===== src/hw/rtl/itoa_pkg.sv =====
// Shared types, constants and a helper function for the integer to ASCII converter.
`timescale 1ns / 1ps
`default_nettype none

package itoa_pkg;

  localparam int VALUE_BITS = 32;
  localparam int TYPE_BITS  = 2;
  localparam int CHAR_BITS  = 8;
  localparam int DIGIT_BITS = 4;

  // Format codes on req_type; the unused code converts as unsigned decimal
  localparam logic [TYPE_BITS-1:0] FMT_SIGNED   = 2'd0;
  localparam logic [TYPE_BITS-1:0] FMT_UNSIGNED = 2'd1;
  localparam logic [TYPE_BITS-1:0] FMT_HEX      = 2'd2;

  localparam logic [CHAR_BITS-1:0] CHAR_ZERO  = 8'h30;
  localparam logic [CHAR_BITS-1:0] CHAR_A     = 8'h61;
  localparam logic [CHAR_BITS-1:0] CHAR_MINUS = 8'h2d;

  // Cell operations
  localparam logic [1:0] CELL_HOLD      = 2'd0;
  localparam logic [1:0] CELL_CLEAR     = 2'd1;
  localparam logic [1:0] CELL_SHIFT_BIT = 2'd2;
  localparam logic [1:0] CELL_SHIFT_DIG = 2'd3;

  typedef logic [DIGIT_BITS-1:0] digit_t;

  typedef struct packed {
    logic [1:0] op;
    logic       dabble;
  } cell_ctrl_t;

  function automatic logic [CHAR_BITS-1:0] digit_char(input digit_t d);
    logic [CHAR_BITS-1:0] d_ext;
    d_ext = {{(CHAR_BITS-DIGIT_BITS){1'b0}}, d};
    if (d < 4'd10) begin
      return CHAR_ZERO + d_ext;
    end else begin
      return CHAR_A + d_ext - 8'd10;
    end
  endfunction

endpackage

`default_nettype wire


===== src/hw/rtl/itoa_if.sv =====
// Valid/ready channel interfaces for the input words and the output characters.
`timescale 1ns / 1ps
`default_nettype none

interface itoa_in_if;
  logic                                  valid;
  logic                                  ready;
  logic [itoa_pkg::VALUE_BITS-1:0]       value;
  logic [itoa_pkg::TYPE_BITS-1:0]        req_type;

  modport source (output valid, output value, output req_type, input ready);
  modport sink   (input valid, input value, input req_type, output ready);
endinterface

interface itoa_out_if;
  logic                                  valid;
  logic                                  ready;
  logic [itoa_pkg::CHAR_BITS-1:0]        char_code;
  logic                                  last;

  modport source (output valid, output char_code, output last, input ready);
  modport sink   (input valid, input char_code, input last, output ready);
endinterface

`default_nettype wire


===== src/hw/rtl/integer_to_ascii_digits_unit.sv =====
// Top level of the integer to ASCII converter: control sequencer, digit row and output register.
`timescale 1ns / 1ps
`default_nettype none

// Converts one word per input beat to its text in signed decimal, unsigned decimal or
// lower-case hex, one output beat per character, most significant first, no leading
// zeros, last set on the final character. The word shifts into a row of digit cells one
// bit per cycle (shift-and-add-3 for decimal), then the row shifts up one digit per cycle,
// dropping leading zeros and, while the output accepts, emitting the rest, plus one beat
// for a leading '-'. The next word is taken as soon as the last character sits in the
// output register; no new word is accepted while one is still being converted or emitted.
module integer_to_ascii_digits_unit #(
  parameter int WORD_BITS = 32
) (
  input  wire logic clk,
  input  wire logic rst,
  itoa_in_if.sink   in_ch,
  itoa_out_if.source out_ch
);

  localparam int DEC_CELLS = (WORD_BITS * 30103) / 100000 + 1;
  localparam int HEX_CELLS = (WORD_BITS + 3) / 4;
  localparam int NCELLS    = (DEC_CELLS > HEX_CELLS) ? DEC_CELLS : HEX_CELLS;
  localparam int CNT_W     = $clog2(WORD_BITS + 1);
  localparam int REM_W     = $clog2(NCELLS + 1);

  localparam logic [1:0] ST_IDLE = 2'd0;
  localparam logic [1:0] ST_CONV = 2'd1;
  localparam logic [1:0] ST_SKIP = 2'd2;
  localparam logic [1:0] ST_EMIT = 2'd3;

  logic [1:0]           state, state_next;
  logic [CNT_W-1:0]     bit_cnt, bit_cnt_next;
  logic [REM_W-1:0]     rem_cnt, rem_cnt_next;
  logic [WORD_BITS-1:0] shreg, shreg_next;
  logic                 neg, neg_next;
  logic                 dabble, dabble_next;

  logic                 out_valid, out_valid_next;
  logic [itoa_pkg::CHAR_BITS-1:0] out_char;
  logic                 out_last;

  logic [WORD_BITS-1:0] word;
  logic [WORD_BITS-1:0] mag;
  logic                 word_neg;
  logic                 in_take;
  logic                 out_load;

  itoa_pkg::cell_ctrl_t ctrl;
  itoa_pkg::digit_t     top_digit;
  logic                 spill;

  assign word     = WORD_BITS'(in_ch.value);
  assign word_neg = (in_ch.req_type == itoa_pkg::FMT_SIGNED) && word[WORD_BITS-1];
  assign mag      = word_neg ? (~word + {{(WORD_BITS-1){1'b0}}, 1'b1}) : word;

  assign in_ch.ready = (state == ST_IDLE);
  assign in_take     = in_ch.valid && in_ch.ready;
  assign out_load    = (state == ST_EMIT) && (!out_valid || out_ch.ready);

  itoa_chain #(
    .NCELLS (NCELLS)
  ) u_chain (
    .clk       (clk),
    .ctrl      (ctrl),
    .bit_in    (shreg[WORD_BITS-1]),
    .top_digit (top_digit),
    .spill     (spill)
  );

  always_comb begin
    state_next   = state;
    bit_cnt_next = bit_cnt;
    rem_cnt_next = rem_cnt;
    shreg_next   = shreg;
    neg_next     = neg;
    dabble_next  = dabble;
    ctrl.op      = itoa_pkg::CELL_HOLD;
    ctrl.dabble  = dabble;

    unique case (state)
      ST_IDLE: begin
        if (in_take) begin
          ctrl.op      = itoa_pkg::CELL_CLEAR;
          shreg_next   = mag;
          bit_cnt_next = CNT_W'(WORD_BITS);
          neg_next     = word_neg;
          dabble_next  = (in_ch.req_type != itoa_pkg::FMT_HEX);
          state_next   = ST_CONV;
        end
      end
      ST_CONV: begin
        ctrl.op      = itoa_pkg::CELL_SHIFT_BIT;
        shreg_next   = {shreg[WORD_BITS-2:0], 1'b0};
        bit_cnt_next = bit_cnt - CNT_W'(1);
        if (bit_cnt == CNT_W'(1)) begin
          rem_cnt_next = REM_W'(NCELLS);
          state_next   = ST_SKIP;
        end
      end
      ST_SKIP: begin
        // Drop leading zeros, but always keep the units digit
        if ((top_digit == '0) && (rem_cnt > REM_W'(1))) begin
          ctrl.op      = itoa_pkg::CELL_SHIFT_DIG;
          rem_cnt_next = rem_cnt - REM_W'(1);
        end else begin
          state_next = ST_EMIT;
        end
      end
      ST_EMIT: begin
        if (out_load) begin
          if (neg) begin
            neg_next = 1'b0;
          end else begin
            ctrl.op      = itoa_pkg::CELL_SHIFT_DIG;
            rem_cnt_next = rem_cnt - REM_W'(1);
            if (rem_cnt == REM_W'(1)) begin
              state_next = ST_IDLE;
            end
          end
        end
      end
      default: state_next = ST_IDLE;
    endcase
  end

  always_comb begin
    if (out_load) begin
      out_valid_next = 1'b1;
    end else if (out_ch.ready) begin
      out_valid_next = 1'b0;
    end else begin
      out_valid_next = out_valid;
    end
  end

  always_ff @(posedge clk) begin
    if (rst) begin
      state     <= ST_IDLE;
      out_valid <= 1'b0;
    end else begin
      state     <= state_next;
      out_valid <= out_valid_next;
    end
  end

  always_ff @(posedge clk) begin
    bit_cnt <= bit_cnt_next;
    rem_cnt <= rem_cnt_next;
    shreg   <= shreg_next;
    neg     <= neg_next;
    dabble  <= dabble_next;
    if (out_load) begin
      out_char <= neg ? itoa_pkg::CHAR_MINUS : itoa_pkg::digit_char(top_digit);
      out_last <= !neg && (rem_cnt == REM_W'(1));
    end
  end

  assign out_ch.valid     = out_valid;
  assign out_ch.char_code = out_char;
  assign out_ch.last      = out_last;

  // Characters are only loaded from the emit phase
  a_load_from_emit: assert property (@(posedge clk) disable iff (rst)
    $rose(out_ch.valid) |-> $past(state) == ST_EMIT)
    else $error("output beat raised outside emit phase");

  // Every accepted word starts a full-length conversion
  a_conv_start: assert property (@(posedge clk) disable iff (rst)
    in_take |=> (state == ST_CONV) && (bit_cnt == CNT_W'(WORD_BITS)))
    else $error("conversion did not start after input beat");

  // The digit row is wide enough: nothing falls off the top while shifting in
  a_no_spill: assert property (@(posedge clk) disable iff (rst)
    (state == ST_CONV) |-> !spill)
    else $error("digit row overflowed");

  // A minus sign is never the final character
  a_minus_not_last: assert property (@(posedge clk) disable iff (rst)
    (out_ch.valid && (out_ch.char_code == itoa_pkg::CHAR_MINUS)) |-> !out_ch.last)
    else $error("minus sign marked as last");

  a_emit_count: assert property (@(posedge clk) disable iff (rst)
    (state == ST_EMIT) |-> (rem_cnt != '0))
    else $error("emit phase with no digits left");

endmodule

`default_nettype wire


===== src/hw/rtl/itoa_cell.sv =====
// One digit cell: shift-and-add-3 step for decimal, plain nibble shift for hex.
`timescale 1ns / 1ps
`default_nettype none

module itoa_cell (
  input  wire logic                 clk,
  input  wire itoa_pkg::cell_ctrl_t ctrl,
  input  wire logic                 bit_in,
  input  wire itoa_pkg::digit_t     digit_in,
  output itoa_pkg::digit_t          digit,
  output logic                      carry_out
);

  itoa_pkg::digit_t adj;
  itoa_pkg::digit_t digit_next;

  // Add 3 before the shift so the digit stays BCD after doubling
  assign adj       = (ctrl.dabble && (digit >= 4'd5)) ? digit + 4'd3 : digit;
  assign carry_out = adj[3];

  always_comb begin
    unique case (ctrl.op)
      itoa_pkg::CELL_CLEAR:     digit_next = '0;
      itoa_pkg::CELL_SHIFT_BIT: digit_next = {adj[2:0], bit_in};
      itoa_pkg::CELL_SHIFT_DIG: digit_next = digit_in;
      default:                  digit_next = digit;
    endcase
  end

  always_ff @(posedge clk) begin
    digit <= digit_next;
  end

endmodule

`default_nettype wire


===== src/hw/rtl/itoa_chain.sv =====
// Row of digit cells, least significant cell first, with the top digit brought out.
`timescale 1ns / 1ps
`default_nettype none

module itoa_chain #(
  parameter int NCELLS = 10
) (
  input  wire logic                 clk,
  input  wire itoa_pkg::cell_ctrl_t ctrl,
  input  wire logic                 bit_in,
  output itoa_pkg::digit_t          top_digit,
  output logic                      spill
);

  itoa_pkg::digit_t digits [NCELLS];
  logic             carry  [NCELLS+1];

  assign carry[0] = bit_in;

  for (genvar i = 0; i < NCELLS; i++) begin : g_cell
    itoa_pkg::digit_t dig_in;
    if (i == 0) begin : g_first
      assign dig_in = '0;
    end else begin : g_rest
      assign dig_in = digits[i-1];
    end

    itoa_cell u_cell (
      .clk       (clk),
      .ctrl      (ctrl),
      .bit_in    (carry[i]),
      .digit_in  (dig_in),
      .digit     (digits[i]),
      .carry_out (carry[i+1])
    );
  end

  assign top_digit = digits[NCELLS-1];
  // Carry out of the top cell; never set while shifting in when the row is wide enough
  assign spill     = carry[NCELLS];

endmodule

`default_nettype wire


===== src/flat_wrapper.sv =====
// flat-port wrapper written by rule: the top's interface ports become plain ports
module integer_to_ascii_digits_unit_flat 
#(
  parameter int WORD_BITS = 32
)
  (clk, rst, in_ch_valid, in_ch_value, in_ch_req_type, in_ch_ready, out_ch_valid, out_ch_char_code, out_ch_last, out_ch_ready);
  itoa_in_if in_ch_i ();
  itoa_out_if out_ch_i ();
  input  wire logic clk;
  input  wire logic rst;
  input wire logic [$bits(in_ch_i.valid)-1:0] in_ch_valid;
  input wire logic [$bits(in_ch_i.value)-1:0] in_ch_value;
  input wire logic [$bits(in_ch_i.req_type)-1:0] in_ch_req_type;
  output wire logic [$bits(in_ch_i.ready)-1:0] in_ch_ready;
  output wire logic [$bits(out_ch_i.valid)-1:0] out_ch_valid;
  output wire logic [$bits(out_ch_i.char_code)-1:0] out_ch_char_code;
  output wire logic [$bits(out_ch_i.last)-1:0] out_ch_last;
  input wire logic [$bits(out_ch_i.ready)-1:0] out_ch_ready;
  assign in_ch_i.valid = in_ch_valid;
  assign in_ch_i.value = in_ch_value;
  assign in_ch_i.req_type = in_ch_req_type;
  assign in_ch_ready = in_ch_i.ready;
  assign out_ch_valid = out_ch_i.valid;
  assign out_ch_char_code = out_ch_i.char_code;
  assign out_ch_last = out_ch_i.last;
  assign out_ch_i.ready = out_ch_ready;
  integer_to_ascii_digits_unit #(.WORD_BITS(WORD_BITS)) u_core (.clk(clk), .rst(rst), .in_ch(in_ch_i), .out_ch(out_ch_i));
endmodule

===== config.mk =====
export PLATFORM = sky130hd
export DESIGN_NAME = integer_to_ascii_digits_unit_flat
export DESIGN_NICKNAME = d
export VERILOG_FILES = /design/src/hw/rtl/itoa_pkg.sv /design/src/hw/rtl/itoa_if.sv /design/src/hw/rtl/integer_to_ascii_digits_unit.sv /design/src/hw/rtl/itoa_cell.sv /design/src/hw/rtl/itoa_chain.sv /design/src/flat_wrapper.sv
export SDC_FILE = /design/constraint.sdc
export NUM_CORES = 1
export LEC_CHECK = 0
export ABC_CLOCK_PERIOD_IN_PS = 2900
export BUFFER_PORTS_ARGS = -buffer_cell sky130_fd_sc_hd__buf_2
export CAP_MARGIN = 20
export CORE_MARGIN = 1
export CORE_UTILIZATION = 40
export CTS_CLUSTER_SIZE = 28
export DETAILED_ROUTE_END_ITERATION = 6
export HOLD_SLACK_MARGIN = 0.03
export MAX_ROUTING_LAYER = met4
export SYNTH_ARGS = -nofsm -noshare
export SYNTH_HDL_FRONTEND = slang
export SYNTH_SLANG_ARGS = --single-unit
export TNS_END_PERCENT = 1

===== constraint.sdc =====
create_clock -name clk -period 2.9 [get_ports clk]
set_input_delay 0.58 -clock clk [delete_from_list [all_inputs] [get_ports clk]]
set_output_delay 0.58 -clock clk [all_outputs]
set_load 0.02 [all_outputs]

; ---- After elaboration in Yosys (flattened, before gate mapping)
; Index checks and enable logic that the tools add are counted.
[word_totals]
memories = 0
ff_bits = 96
out_inout_bits = 11
rom_bits = 0
input_bits = 38
latch_bits = 0
ramBits = 0
word_cells = 145
[classes]
mux = 48
eq_ne = 16
shifts = 0
addsub = 16
reduce_logical = 33
bitwise = 1
mul = 0
div_mod_pow = 0
order_cmp = 12
[op_table]
columns = op, count
row1 = $pmux 4 s3, 10
row2 = $mux 32, 2
row3 = $pmux 32 s2, 1
row4 = $mux 4, 13
row5 = $ge 4x3->1 const B, 10
row6 = $add 4x2->4 const B, 9
row7 = $add 32x1->32 const B, 1
row8 = $not 32->32, 1
row9 = $mux 2, 9
row10 = $pmux 2 s4, 2
row11 = $logic_and 1x1->1, 15
row12 = $pmux 6 s2, 1
row13 = $ne 2x2->1 const B, 5
row14 = $add 7x4->8 const A, 1
row15 = $eq 2x2->1 const B, 4
row16 = $mux 8, 1
row17 = $pmux 4 s2, 1
row18 = $reduce_bool 2->1, 4
row19 = $sub 8x4->8 const B, 1
row20 = $add 6x4->7 const A, 1
row21 = $eq 6x1->1 const B, 1
row22 = $mux 6, 1
row23 = $ne 2x1->1 const B, 3
row24 = $reduce_and 6->1, 1
row25 = other kinds (19), 28

; ---- Depth between registers and ports, before layout
; Gate-level depths: netlist of run 1.
[depth]
depth_word = 8
depth_mapped = 10
ltp_nobuf = 7

; ---- Hierarchy
; A second synthesis of run 1 with hierarchy kept.
[unflattened]
cells_unflattened = 672
area_unflattened_um2 = 6575.1
[by_module_without_submodules]
columns = mod, n_inst, cells_each, area_each_um2
row1 = integer_to_ascii_digits_unit, 1, 381, 3618.5
row2 = itoa_cell, 10, 29, 295.3
row3 = itoa_chain, 1, 1, 3.8

; ---- Least setup slack after synthesis of run 1
; OpenSTA, ideal clock, no wires.
[synth_path]
path_type = register to register
startpoint = reg u_core.rem_cnt[0]
endpoint = reg u_core.u_chain.g_cell[0].u_cell.digit[0] (enable)
stages_incl_launch_ff = 9
setup_time_ns = 0.531
path_buffers = 1
synth_period_minus_slack_ns = 3.000
arrival_ns = 2.469
setup_slack_ns = -0.100
cell_sequence = edfxtp_1 inv_1 ha_1 nor2_1 o2111a_1 o21a_1 a21oi_2 clkbuf_1 nand2_1
[synth_via]
elab_chain_cells = 7
word_cells_on_any_way = 9
cone_classes = order compare (1) / eq/ne (3) / mux (2) / reduce/logical (3)
[synth_lines]
columns = item, line
row1 = "start, declared", integer_to_ascii_digits_unit.sv:34  ; logic [REM_W-1:0] rem_cnt, rem_cnt_next;
row2 = "start signal, assigned", integer_to_ascii_digits_unit.sv:149  ; rem_cnt <= rem_cnt_next;
row3 = $gt 4x1->1 (*), integer_to_ascii_digits_unit.sv:103  ; if ((top_digit == '0) && (rem_cnt > REM_W'(1))) begin
row4 = $logic_and 1x1->1 (*), integer_to_ascii_digits_unit.sv:103
row5 = $mux 2 (*), integer_to_ascii_digits_unit.sv:103
row6 = $pmux 2 s4 (*), integer_to_ascii_digits_unit.sv:81  ; unique case (state)
row7 = $eq 2x1->1 / $eq 2x2->1 (equally long branches), itoa_cell.sv:22  ; unique case (ctrl.op)
row8 = $reduce_or 2->1 (no source line), --
row9 = $reduce_bool 2->1 (no source line) (*), --
row10 = "end signal, assigned", itoa_cell.sv:31  ; digit <= digit_next;
row11 = "end, declared", itoa_cell.sv:10  ; output itoa_pkg::digit_t digit,
; Every way passes the cells marked *; elsewhere a longest branch is shown, timed or not.
; A chain may end at the register's enable or synchronous reset.

; ---- Worst setup path after layout of run 1
[layout_path]
startpoint = reg u_core.state[1]
endpoint = reg u_core.u_chain.g_cell[3].u_cell.digit[3] (enable)
[layout_via]
elab_chain_cells = 6
word_cells_on_any_way = 13
cone_classes = eq/ne (6) / mux (3) / reduce/logical (4)
[layout_lines]
columns = item, line
row1 = "start, declared", integer_to_ascii_digits_unit.sv:32  ; logic [1:0] state, state_next;
row2 = "start signal, assigned", integer_to_ascii_digits_unit.sv:142  ; state <= state_next;
row3 = $eq 2x2->1 / $logic_not 2->1 (equally long branches), "integer_to_ascii_digits_unit.sv:59, integer_to_ascii_digits_unit.sv:81, integer_to_ascii_digits_unit.sv:57"
row4 = $logic_and 1x1->1 (on tied branches), "integer_to_ascii_digits_unit.sv:59, integer_to_ascii_digits_unit.sv:58"
row5 = $mux 2 / $mux 1 (equally long branches), "integer_to_ascii_digits_unit.sv:111, integer_to_ascii_digits_unit.sv:83"
row6 = $pmux 2 s4 (*), integer_to_ascii_digits_unit.sv:81
row7 = $eq 2x1->1 / $eq 2x2->1 (equally long branches), itoa_cell.sv:22
row8 = $reduce_bool 3->1 (no source line) (*), --
row9 = "end signal, assigned", itoa_cell.sv:31
row10 = "end, declared", itoa_cell.sv:10
; Marks and branches as above.

==> results of run 1 <==
## worst max-delay path, stage by stage, from the launching register on
cell	delay, ps
dfxtp_1	410
ha_1	370
nor3b_1	540
o31ai_4	90
buf_4	200
nand2_2	100
buf_4	260
## cells in the mapped netlist, drive strengths merged (2+ instances only)
| cell | count | area share, % |
|---|---|---|
| a21o | 2 | 0.25 |
| or4 | 4 | 0.50 |
| xnor2 | 28 | 4.1 |
| buf | 11 | 0.98 |
| dfxtp | 3 | 1.0 |
| o41ai | 5 | 0.85 |
| conb | 2 | 0.13 |
| nor2 | 58 | 3.6 |
| clkbuf | 21 | 1.3 |
| nand4b | 2 | 0.29 |
| xor2 | 18 | 2.6 |
| o211ai | 11 | 1.4 |
| a21oi | 45 | 3.8 |
| or3 | 6 | 0.63 |
| or2 | 2 | 0.21 |
| o21a | 7 | 0.88 |
| a211oi | 26 | 3.3 |
| nor3 | 23 | 2.1 |
| o21ai | 39 | 3.3 |
| nor3b | 16 | 2.0 |
| edfxtp | 92 | 46 |
| nor2b | 8 | 0.83 |
| a31oi | 6 | 0.63 |
| nand2 | 53 | 3.3 |
| mux2i | 3 | 0.50 |
| and4b | 2 | 0.35 |
| and2 | 6 | 0.63 |
| inv | 32 | 2.0 |
| mux2 | 8 | 1.5 |
| a311o | 6 | 1.0 |
| nor4 | 3 | 0.56 |
| ha | 30 | 6.3 |
| nand2b | 16 | 1.7 |
| o31ai | 3 | 0.46 |
## worst paths after layout
kind                            cells past startpoint                                       end  slack (ps)              from
worst min-delay path                                2                       u_core.out_ch.valid         420               rst
worst min register to register                      1  u_core.u_chain.g_cell[0].u_cell.digit[0]         520  u_core.shreg[31]
worst max-delay path                                6  u_core.u_chain.g_cell[3].u_cell.digit[3]         610   u_core.state[1]
worst max register to register                      6  u_core.u_chain.g_cell[3].u_cell.digit[3]         610   u_core.state[1]
## cells in the final DEF, fill, tap and decap left out, drive strengths merged, types with 3 or more instances in the layout
cell type	n
edfxtp	92
o211ai	11
clkbuf	9
or3	6
dfxtp	3
nor2b	8
ha	30
o21ai	39
mux2	8
bufinv	5
xnor2	28
nor2	58
a311o	6
o21a	7
o41ai	5
nor3b	16
a211oi	26
o31ai	3
inv	32
mux2i	3
nor3	23
or4	4
nand2	53
nand2b	16
a31oi	6
and2	6
a21oi	45
xor2	18
nor4	3
buf	59
## registers in the layout (all words and copies together) (netlist names)
signal	count
u_core.out_ch.char_code	7
u_core.bit_cnt	6
u_core.neg	1
u_core.out_ch.valid	1
u_core.state	2
u_core.u_chain.g_cell.u_cell.digit	40
u_core.rem_cnt	4
u_core.dabble	1
u_core.shreg	32
u_core.out_ch.last	1
## power by group through the flow
stage | logic [mW] | registers (mW) | clock network (mW)
3_3_place_gp | 3.17 | 2.98 | 0
4_1_cts | 3.30 | 2.97 | 1.56
6_report | 3.26 | 2.98 | 1.53
3_5_place_dp | 3.28 | 2.99 | 0
5_1_grt | 3.69 | 3.08 | 1.63
2_1_floorplan | 2.49 | 2.85 | 0
## per-stage QoR
stage	util, %	setup slack (ps)	cells	hold slack [ps]
after floorplan	-	284	605	496
after global placement	44.4	296	816	504
after detailed placement	44.4	277	816	507
after CTS	47.0	598	832	404
after global routing	47.0	472	832	401
final	47.0	614	832	420
## layer usage
layer / vias up / track usage (%) / share of wire [%] / routed length [microns]
met5: - / - / 0 / 0
met1: 2124 / 21.5 / 48 / 5720
met3: 5 / 4.34 / 3.9 / 467
met4: 0 / 4.96 / 0.89 / 106
met2: 80 / 26.4 / 47 / 5600
li1: 2268 / - / - / -
## cell type report
class,instances,area (sq um),share of cell area (%)
clock buffers,9,225,3.28
clock inverters,7,159,2.32
inverters,32,120,1.75
multi-input cells,446,2940,42.8
flip-flops and latches,95,2820,41.2
well taps,184,230,3.36
repair buffers,59,363,5.29
## cells by family (layout without fill, tap and decap cells)
group / Yosys count / after routing
simple gates: 202 / 202
compound gates: 155 / 155
flops: 95 / 95
buf+inv: 64 / 107
xor+xnor: 46 / 46
fa+ha+maj: 30 / 30
mux: 11 / 11
other cells: 2 / 2
==> qor.csv, run 1 <==
stage;metric;value;unit
cts;cts repair resizes;0;
detailed_routing;router iterations before antenna repair;5;
sta;Clock Skew;7.92;ps
global_route;GR Overflow Total;0;
die;I/O pin cnt;49;
detailed_routing;drt initial violations;260;
detailed_routing;final WL;11900;microns
finish;layout cells sized above 1;14.2;%
die;Initial Utilization;41.2;%
yosys;Synth Register Bits;95;
sta;FMAX;437;MHz
yosys;cell area after synthesis;6000;sq um
yosys;cell count after synthesis;605;
die;core region area;14600;sq um
detailed_routing;drt via density;5.38;
detailed_routing;Antenna Nets Post-Route;0;
power;P_int;4.81;mW
sta;minimum clock period;2290;ps
power;clock power share;19.7;%
power;Seq pwr share;38.4;%
finish;post-route cell area;6860;sq um
yosys;Post-Syn Nets;673;
cts;H-tree levels;3;
sta;Worst-Margin Slew;794;ps
yosys;Synth Flop Type;edfxtp_1;
die;die area;15500;sq um
min_path;min-delay worst type;input pin to flip-flop;
placed_design;Post-DP HPWL;8060;microns
yosys;number of synthesized flops with an enable pin;92;
power;VDD IR-drop max;0.503;mV
critical_path;crit path launch type;flip-flop;
detailed_routing;average wire per standard cell;14.3;microns
placed_design;GP Congestion;0.838;
yosys;XOR/XNOR Fraction of Synth Area;6.71;%
yosys;FFs w/ async S/R, synth;0;%
cts;clock buffer count from CTS;9;
cts;clock transition at the registers of the reported paths;70;ps
cts;CTS root buf;clkbuf_16;
global_route;initial antenna violation count;0;
cts;CTS Hold Bufs;0;
power;switching power;2.95;mW
finish;P&R area growth vs syn;14.2;%
sta;slew margin rel.;46.9;%
sta;fin crit share;78.8;%
yosys;syn avg cell area;9.92;sq um
yosys;Synth Area in Compound Gates;16.5;%
detailed_routing;via count;4477;
cts;CTS max path bufs;2;
die;row cnt;44;
placed_design;placed cell area;6470;sq um
sta;setup TNS;0;ps
sta;Final Hold Viols;0;
cts;clk sink count;95;
yosys;Seq/Total Area, Yosys;47.0;%
yosys;fraction of the mapped netlist area in simple logic gates;17.1;%
power;Leak Pwr;2.50;nW
critical_path;maximum fanout along the worst path;16;
cts;clock latency on the worst-skew pair;350;ps
status;status;completed;
critical_path;Crit. End Element;flip-flop;
global_route;global-route wire length before repair;20800;microns
global_route;largest net degree at the start of global routing;46;
finish;Net count, final;711;
job;Max-cap violations;0;
yosys;combinational family with the most area after synthesis;simple AND/OR/NAND/NOR gates;
global_route;vias in the first global route;4372;
cts;Post-CTS Setup Bufs;0;
yosys;multiplexer share of the synthesized area;2.00;%
sta;Setup-failing EPs final;0;
critical_path;critical path type;flip-flop to flip-flop;
power;power per cell area;1130;nW/um^2
yosys;Synth Area in Adders;6.25;%
placed_design;Port Buffer Count;47;
sta;RSZ-0062 raised after global routing;no;
die;chip height;125;microns
finish;Fill cells;1326;
yosys;Ys Warns;0;
detailed_routing;number of remaining DRC errors;0;
critical_path;Worst Path Required;2930;ps
finish;Antenna diodes;0;
yosys;Synth cell types;52;
global_route;Total Routing Usage GR;16.9;%
power;combinational power share;42.0;%
power;sw frac;38.0;%
cts;CTS tree;done;
die;die width;125;microns
power;Final Power;7.76;mW
sta;Pins Over Slew Limit;0;
critical_path;Crit path arrival time;2320;ps
No activity file was read; power rests on OpenSTA's default activity.
==> run 2, diff against run 1 <==
--- a/config.mk
+++ b/config.mk
@@ -5,7 +5,7 @@
 export SDC_FILE = /design/constraint.sdc
 export NUM_CORES = 1
 export LEC_CHECK = 0
-export ABC_CLOCK_PERIOD_IN_PS = 2900
+export ABC_CLOCK_PERIOD_IN_PS = 2100
 export BUFFER_PORTS_ARGS = -buffer_cell sky130_fd_sc_hd__buf_2
 export CAP_MARGIN = 20
 export CORE_MARGIN = 1
==> constraint.sdc (replaced) <==
create_clock -name clk -period 2.1 [get_ports clk]
set_input_delay 0.42 -clock clk [delete_from_list [all_inputs] [get_ports clk]]
set_output_delay 0.42 -clock clk [all_outputs]
set_load 0.02 [all_outputs]
==> qor.csv, run 2 (same netlist as run 1, synthesis figures left out) <==
stage;metric;value;unit
cts;CTS root buf;clkbuf_16;
finish;non-filler instance count after layout;898;
critical_path;Crit. End Element;flip-flop;
cts;clock buffer count from CTS;9;
die;row cnt;44;
finish;max reg flops;40;
cts;H-tree levels;3;
critical_path;r2r setup slk;-120;ps
finish;Net count, final;777;
global_route;vias in the first global route;4601;
sta;FMAX;450;MHz
detailed_routing;drt initial violations;324;
sta;slew margin rel.;65.5;%
min_path;Worst Hold End;u_core.out_ch.valid;
sta;minimum clock period;2220;ps
cts;clock transition at the registers of the reported paths;60;ps
finish;layout cells sized above 1;26.9;%
cts;CTS tree;done;
die;die width;125;microns
min_path;min-delay worst type;input pin to flip-flop;
detailed_routing;average wire per standard cell;14.5;microns
critical_path;maximum fanout along the worst path;5;
detailed_routing;drt via density;5.34;
critical_path;critical path type;flip-flop to flip-flop;
detailed_routing;Antenna Nets Post-Route;0;
global_route;initial antenna violation count;0;
power;Leak Pwr;2.82;nW
sta;PnR worst setup slack;-123;ps
finish;P&R area growth vs syn;25.2;%
finish;commonest non-fill, non-tap cell in the layout;edfxtp_1;
global_route;largest net degree at the start of global routing;61;
placed_design;dpl cells;875;
critical_path;Crit path arrival time;2420;ps
global_route;global routing usage on met2;28.8;%
detailed_routing;router iterations before antenna repair;4;
cts;CTS Hold Bufs;0;
die;Initial Utilization;41.2;%
global_route;Total Routing Usage GR;18.0;%
placed_design;placed cell area;6950;sq um
sta;setup TNS;-5270;ps
status;failing checks;setup timing;
placed_design;GP Congestion;0.849;
cts;CTS max path bufs;2;
global_route;GRT met1 Usage;22.5;%
detailed_routing;final WL;13000;microns
critical_path;RR Endpoint;u_core.u_chain.g_cell[6].u_cell.digit[0];
min_path;Hold Path Origin;rst;
die;chip height;125;microns
sta;fin crit share;106;%
die;core region area;14600;sq um
global_route;global-route wire length before repair;22100;microns
finish;Antenna diodes;0;
cts;clk sink count;95;
status;status;finished with violations;
sta;Worst-Margin Slew;518;ps
critical_path;CP max-delay cell;edfxtp_1;
critical_path;Worst Path Required;2300;ps
critical_path;crit path launch type;flip-flop;
finish;leading cell types in the layout, fill and taps excluded;92 x edfxtp_1, 69 x buf_4, 51 x nor2_1;
finish;post-route cell area;7510;sq um
critical_path;FF-to-FF Start;u_core.rem_cnt[0];
finish;Largest Register;u_core.u_chain.g_cell.u_cell.digit;
global_route;most used routing layer;met2;
min_path;hold path depth;2;
placed_design;Place WS;-188;ps
critical_path;Worst Reg-to-Reg Cells;8;
power;VDD IR-drop max;0.699;mV
global_route;met3 Use GR;3.95;%
sta;Setup-failing EPs final;74;
detailed_routing;number of remaining DRC errors;0;
job;Max-cap violations;0;
sta;RSZ-0062 raised after global routing;yes;
die;I/O pin cnt;49;
cts;clock latency on the worst-skew pair;350;ps
finish;Final Util;51.5;%
sta;Pins Over Slew Limit;0;
power;power per cell area;1530;nW/um^2
global_route;GR Overflow Total;0;
sta;Final Hold Viols;0;
sta;Clock Skew;8.78;ps
die;die area;15500;sq um
critical_path;crit path cell chain;inv_1 > ha_2 > nor2_2 > o2111a_2 > o31a_4 > buf_12 > a311o_1 > a21oi_2;
placed_design;Post-DP HPWL;8630;microns
critical_path;Max stage delay on crit path;450;ps
placed_design;Port Buffer Count;47;
detailed_routing;via count;4798;
run 2: final cells by class:
type | instances | area, sq um
Tap cell | 184 | 230
Sequential cell | 95 | 2820
Timing Repair Buffer | 125 | 931
Multi-Input combinational cell | 446 | 3140
Clock inverter | 1 | 5.00
Inverter | 32 | 120
Clock buffer | 15 | 268
Fill cell | 1280 | 7070
run 2: routing by layer:
layer  part of all wire (%)  up-vias
met5                      0        -
met4                    2.0        0
met3                    3.4       26
met2                     48       87
met1                     47     2281
li1                       -     2404
run 2: power breakdown:
part / switching, mW / internal, mW
combinational: 3.26 / 2.58
clock: 0.692 / 0.869
sequential: 0.637 / 3.45
total: 4.59 / 6.90
run 2: critical path, delay by kind of cell, from the launching register on:
kind / cells / cell delay (ps)
compound gates: 4 / 1130
flops: 1 / 450
buf+inv: 2 / 250
fa+ha+maj: 1 / 180
simple gates: 1 / 50
run 2: how the worst max path moves through the flow:
stage	from	end	slack, ps	cells past startpoint
after floorplan	u_core.rem_cnt[0]	u_core.u_chain.g_cell[0].u_cell.digit[0]	-110	8
after global placement	in_ch_value[16]	u_core.shreg[25]	-140	7
after detailed placement	in_ch_value[16]	u_core.shreg[25]	-190	7
after CTS	u_core.rem_cnt[0]	u_core.u_chain.g_cell[8].u_cell.digit[3]	-60	9
after global routing	u_core.rem_cnt[0]	u_core.u_chain.g_cell[6].u_cell.digit[0]	-190	8
final	u_core.rem_cnt[0]	u_core.u_chain.g_cell[6].u_cell.digit[0]	-120	8
run 2: stage by stage:
| stage | hold WS, ps | total power, mW |
|---|---|---|
| global route | 267 | 12.4 |
| floorplan | 492 | 7.41 |
| finish | 266 | 11.5 |
| global placement | 506 | 8.91 |
| CTS | 258 | 11.4 |
| detailed placement | 519 | 9.10 |
run 2: repair_timing:
item,in CTS,in global routing
buffers inserted,3,2
pin swaps,6,16
gates cloned,3,0
gates resized for setup,25,22
endpoints found under the setup margin,72,77
==> run 3, diff against run 2 <==
--- a/config.mk
+++ b/config.mk
@@ -17,4 +17,4 @@
 export SYNTH_ARGS = -nofsm -noshare
 export SYNTH_HDL_FRONTEND = slang
 export SYNTH_SLANG_ARGS = --single-unit
-export TNS_END_PERCENT = 1
+export TNS_END_PERCENT = 30
==> qor.csv, run 3 (same netlist as run 1, synthesis figures left out) <==
stage;metric;value;unit
die;chip height;125;microns
status;status;finished with violations;
sta;Setup-failing EPs final;1;
job;Max-cap violations;0;
global_route;largest net degree at the start of global routing;48;
die;Initial Utilization;41.2;%
finish;Antenna diodes;0;
critical_path;crit path launch type;flip-flop;
finish;commonest non-fill, non-tap cell in the layout;edfxtp_1;
die;I/O pin cnt;49;
critical_path;Crit. End Element;flip-flop;
cts;clock latency on the worst-skew pair;350;ps
power;Leak Pwr;2.84;nW
sta;FMAX;472;MHz
finish;P&R area growth vs syn;24.4;%
global_route;Total Routing Usage GR;17.6;%
sta;fin crit share;101;%
placed_design;dpl cells;872;
status;failing checks;setup timing;
critical_path;Crit path arrival time;2330;ps
finish;non-filler instance count after layout;897;
power;power per cell area;1520;nW/um^2
global_route;global-route wire length before repair;21900;microns
sta;slew margin rel.;65.2;%
finish;Largest Register;u_core.u_chain.g_cell.u_cell.digit;
min_path;hold path depth;2;
cts;clock transition at the registers of the reported paths;70;ps
cts;clock buffer count from CTS;9;
finish;leading cell types in the layout, fill and taps excluded;92 x edfxtp_1, 67 x buf_4, 56 x nor2_1;
die;core region area;14600;sq um
sta;PnR worst setup slack;-20.6;ps
global_route;initial antenna violation count;0;
placed_design;GP Congestion;0.837;
global_route;vias in the first global route;4796;
sta;setup TNS;-20.6;ps
cts;H-tree levels;3;
critical_path;r2r setup slk;-20;ps
detailed_routing;number of remaining DRC errors;0;
cts;clk sink count;95;
min_path;min-delay worst type;input pin to flip-flop;
die;die width;125;microns
finish;layout cells sized above 1;23.7;%
power;VDD IR-drop max;0.770;mV
placed_design;Place WS;-166;ps
min_path;Worst Hold End;u_core.out_ch.valid;
cts;CTS max path bufs;2;
critical_path;Worst Path Required;2310;ps
critical_path;critical path type;flip-flop to flip-flop;
placed_design;Port Buffer Count;47;
die;row cnt;44;
detailed_routing;Antenna Nets Post-Route;0;
sta;Final Hold Viols;0;
sta;Pins Over Slew Limit;0;
sta;minimum clock period;2120;ps
min_path;Hold Path Origin;rst;
finish;max reg flops;40;
critical_path;maximum fanout along the worst path;6;
cts;CTS tree;done;
critical_path;RR Endpoint;u_core.u_chain.g_cell[5].u_cell.digit[0];
finish;Net count, final;777;
sta;Clock Skew;10.6;ps
placed_design;Post-DP HPWL;8880;microns
die;die area;15500;sq um
sta;Worst-Margin Slew;523;ps
detailed_routing;final WL;13100;microns
detailed_routing;average wire per standard cell;14.6;microns
global_route;GR Overflow Total;0;
detailed_routing;drt initial violations;269;
critical_path;Worst Reg-to-Reg Cells;8;
cts;CTS root buf;clkbuf_16;
finish;Fill cells;1293;
detailed_routing;drt via density;5.34;
critical_path;FF-to-FF Start;u_core.rem_cnt[1];
detailed_routing;via count;4788;
detailed_routing;router iterations before antenna repair;5;
sta;RSZ-0062 raised after global routing;yes;
==> run 3: where the power goes <==
part | switching (mW) | internal (mW)
clock network | 0.712 | 1.03
logic | 3.07 | 2.44
registers | 0.614 | 3.45
total | 4.40 | 6.93
==> run 3: per-stage QoR <==
stage / power [mW] / area, sq um / hold slack, ps / util (%)
2_1_floorplan: 7.43 / 6040 / 492 / -
3_3_place_gp: 8.94 / 6970 / 505 / 47.8
3_5_place_dp: 9.12 / 6970 / 514 / 47.8
4_1_cts: 11.1 / 7330 / 241 / 50.3
5_1_grt: 12.2 / 7470 / 247 / 51.2
6_report: 11.3 / 7470 / 253 / 51.2
==> run 3: layout make-up <==
type,count,area [sq um],area share [%]
clock buffer,9,225,3.01
clock inverter,6,86.3,1.16
inverter,32,120,1.61
multi-input combinational,446,3020,40.4
sequential,95,2820,37.8
tap,184,230,3.08
timing repair buffer,125,967,12.9
==> run 3: worst max-delay path by stage <==
stage / startpoint / end / slack (ps) / depth (start not counted)
after CTS: u_core.rem_cnt[0] / u_core.u_chain.g_cell[3].u_cell.digit[0] / -6 / 8
final: u_core.rem_cnt[1] / u_core.u_chain.g_cell[5].u_cell.digit[0] / -20 / 8
after floorplan: in_ch_value[8] / u_core.shreg[29] / -80 / 6
after global placement: in_ch_value[16] / u_core.shreg[25] / -120 / 7
after detailed placement: in_ch_value[16] / u_core.shreg[25] / -170 / 7
after global routing: u_core.rem_cnt[1] / u_core.u_chain.g_cell[5].u_cell.digit[0] / -90 / 8
==> run 3: layer usage <==
metal / routed length (microns) / share of wire (%) / track usage [%]
met4: 162 / 1.2 / 5.17
met1: 6090 / 47 / 21.1
met2: 6360 / 49 / 29.2
met5: 0 / 0 / -
met3: 468 / 3.6 / 4.34
==> run 3: worst max-delay path: stages (launching register included) <==
cell,delay (ps)
edfxtp_1,420
inv_2,120
ha_4,150
nor2_2,40
o2111a_2,280
o31a_4,340
buf_12,160
a311o_1,330
a21oi_2,130
==> run 3: what timing repair did <==
| action | 4_1_cts | 5_1_grt |
|---|---|---|
| buffers inserted | 1 | 6 |
| pin swaps | 3 | 3 |
| gates resized for setup | 3 | 12 |
| endpoints found under the setup margin | 77 | 77 |
| cloned | 1 | 2 |
| hold buffers | 0 | 0 |
